File: config.mk
export PLATFORM = sky130hd
export DESIGN_NAME = bepe_ram
export DESIGN_NICKNAME = d
export VERILOG_FILES = /design/src/rtl/bepe_ram.sv
export SDC_FILE = /design/constraint.sdc
export NUM_CORES = 2
export LEC_CHECK = 0
export ABC_AREA = 1
export BUFFER_PORTS_ARGS = -buffer_cell sky130_fd_sc_hd__buf_2
export CAP_MARGIN = 20
export CORE_ASPECT_RATIO = 0.9
export CORE_MARGIN = 5
export CORE_UTILIZATION = 35
export CTS_BUF_LIST = sky130_fd_sc_hd__clkbuf_2 sky130_fd_sc_hd__clkbuf_4 sky130_fd_sc_hd__clkbuf_8
export CTS_CLUSTER_SIZE = 10
export DETAILED_ROUTE_END_ITERATION = 16
export PLACE_DENSITY = 0.54
export SLEW_MARGIN = 20
export SYNTH_ARGS = -nofsm -noshare
export SYNTH_HDL_FRONTEND = slang
export SYNTH_SLANG_ARGS = --single-unit
File: constraint.sdc
create_clock -name clk_i -period 3.47 [get_ports clk_i]
set_clock_uncertainty 0.2 [all_clocks]
set_input_delay 0.8675 -clock clk_i [delete_from_list [all_inputs] [get_ports clk_i]]
set_output_delay 0.8675 -clock clk_i [all_outputs]
set_load 0.01 [all_outputs]
File: src/rtl/bepe_ram.sv
// ----------------------------------------------------------------------------
// bepe_ram
// Generic simple dual-port RAM: one write port, one read port, registered read.
// ----------------------------------------------------------------------------
module bepe_ram #(
  parameter int unsigned WIDTH = 8,
  parameter int unsigned DEPTH = 256
) (
  input  logic                     clk_i,
  input  logic                     we_i,
  input  logic [$clog2(DEPTH)-1:0] waddr_i,
  input  logic [WIDTH-1:0]         wdata_i,
  input  logic                     re_i,
  input  logic [$clog2(DEPTH)-1:0] raddr_i,
  output logic [WIDTH-1:0]         rdata_o
);

  logic [WIDTH-1:0] mem_q [DEPTH];
  logic [WIDTH-1:0] rdata_q;

  always_ff @(posedge clk_i) begin
    if (we_i) begin
      mem_q[waddr_i] <= wdata_i;
    end
    if (re_i) begin
      rdata_q <= mem_q[raddr_i];
    end
  end

  assign rdata_o = rdata_q;

endmodule

==> results.cfg <==
[global_route]
grt_pass1_vias = 54900
overflow = 0
antenna_found_initial = 12
grt_pass1_wl_mm = 367
grt.total_usage_pct = 19.6
grt_max_degree = 83

[logic_synthesis]
synthCells = 7003
ys_types = 13
yosysSeqAreaShare_pct = 74.0
syn_nets = 7030
ys_ff_latch = 2056
yosys_warnings = 0
syn_avg_cell_area_um2 = 11.9
yosys-top-cells-area = edfxtp_1 74%, nand3_1 12%, nand2_1 9.5%
synth_area_um2 = 83500
synth_top_cell_by_area = edfxtp_1
synth_top_area_share_pct = 74.0

[layout]
final_nets = 7490
multi_input_area_um2 = 19200
drive_above_1_share_pct = 14.5
final_common_cell = nand2_1
fill_cells = 22500
final-seq-area_um2 = 61700
layout_common_cells = 2114 x nand2_1, 2056 x edfxtp_1, 2019 x nand3_1
syn2layout_area_growth_pct = 16.8

[timing]
rsz0062_at_grt = no
worst_pin_slew_ns = 0.939
worst_slack_ns = 0.573
period_share_pct = 83.5
fmax_ghz = 0.345
relSlewSlack_pct = 37.4
min_period_ns = 2.90
setup_viol = 0
slew_violations = 0
hold_violations = 0

[setup_path]
critPathBufInv = 1
path_max_fanout = 1
critPathKind = reg -> out
critPathSlowestCell = edfxtp_1
end_kind = output port
critical-path-top-delay-family = flip-flops
crit_chain = buf_2
max_stage_delay_ns = 0.56
cp-start-kind = flop
required_ns = 2.40
worstPathArrival_ns = 1.83

[place]
globalplace.congestion = 0.861
post-place-ws_ns = -0.137
io_buffers = 34
dp_hpwl_mm = 154

[routing]
drc = 0
vias = 56700
drt_iter0_drc = 5836
avgRoutedWirePerCell_um = 23.1
vias_per_cell = 5.21
drtAntennaViolNets = 0
wirelength_mm = 251
firstDrtPassIters = 5

[status]
status = complete, no violations

[power]
power.total_mw = 51.8
leakagePower_nw = 34.5
ir_drop_mv = 0.373
power.density_nw_per_um2 = 531

[clocking]
clockBufferDepth = 4
path_clk_slew_ns = 0.06
cts-root-buf = clkbuf_8
cts_sinks = 2056
cts_buffers = 341
ctsHtreeMaxLevel = 5
cts_setup_buffers = 0
clock_latency_ns = 1.05
cts_tree = done

[run]
drv_cap = 0

[die]
die_x_um = 525
core-area_um2 = 238000
io_pins = 35
design.die.area_um2 = 248000
rows = 170
die_h_um = 473
start_util_pct = 35.1

[min_path]
hold_path.class = in -> reg
==> logic make-up (layout without fill, tap and decap cells) <==
family	Yosys count	after routing	synth area share (%)
other cells	0	6	0
flops	2056	2056	74.0
simple gates	4425	4425	22.9
buf+inv	522	1215	3.12
==> sequential cells by signal (all words and copies together), names as in the netlist <==
register	flops
mem_q	2048
rdata_o	8
==> per-stage QoR <==
step	util [%]	setup TNS, ns	area [µm²]	cells	hold slack (ns)
2_1_floorplan	-	0	83500	7003	0.711
3_3_place_gp	38.3	-1.81	91000	10300	0.905
3_5_place_dp	38.3	-0.466	91000	10300	0.866
4_1_cts	41.0	0	97400	10900	0.00577
5_1_grt	41.0	0	97500	10900	0.00870
6_report	41.0	0	97500	10900	0.0995
==> synth_stat cells <==
master / instances
buf_1: 40
buf_2: 268
buf_4: 46
buf_6: 16
buf_8: 1
clkbuf_1: 112
edfxtp_1: 2056
inv_1: 36
inv_2: 2
inv_4: 1
nand2_1: 2123
nand3_1: 2019
nor2_1: 283
==> cell type report <==
| type | instances | share of cell area [%] |
|---|---|---|
| Inverter | 39 | 0.185 |
| Clock inverter | 140 | 1.01 |
| Multi-Input combinational cell | 4425 | 19.7 |
| Clock buffer | 436 | 5.57 |
| Tap cell | 3182 | 4.08 |
| Sequential cell | 2056 | 63.3 |
| Antenna cell | 6 | 0.0154 |
| Timing Repair Buffer | 600 | 6.13 |
==> per-layer routing <==
layer | vias up | GRT usage, % | part of all wire [%]
met1 | 28100 | 27.6 | 43
met5 | - | 0 | 0.011
met4 | 4 | 6.38 | 3.2
li1 | 25800 | - | -
met3 | 448 | 4.13 | 8.0
met2 | 2320 | 30.4 | 45
==> where the power goes <==
group          internal (mW)  leakage, nW  switching [mW]
clock                   11.2         3.40            9.61
combinational          0.989         12.7            2.53
sequential              27.4         18.5          0.0349
total                   39.6         34.5            12.2
==> final timing paths <==
kind	startpoint	to	slack, ns	cells after the start
worst max-delay path	rdata_o[1]	rdata_o[1]	0.57	1
worst min-delay path	wdata_i[5]	mem_q[65][5]	0.1	1
worst max register to register	mem_q[45][6]	rdata_o[6]	1.19	10
worst min register to register	mem_q[19][1]	rdata_o[1]	0.88	10
==> timing repair <==
action,4_1_cts,5_1_grt
gates resized for setup,0,0
endpoints found under the hold margin,29,0
setup endpoints to repair,0,0
hold buffers,1,0
Note: power is estimated with default switching activity, not from simulation.
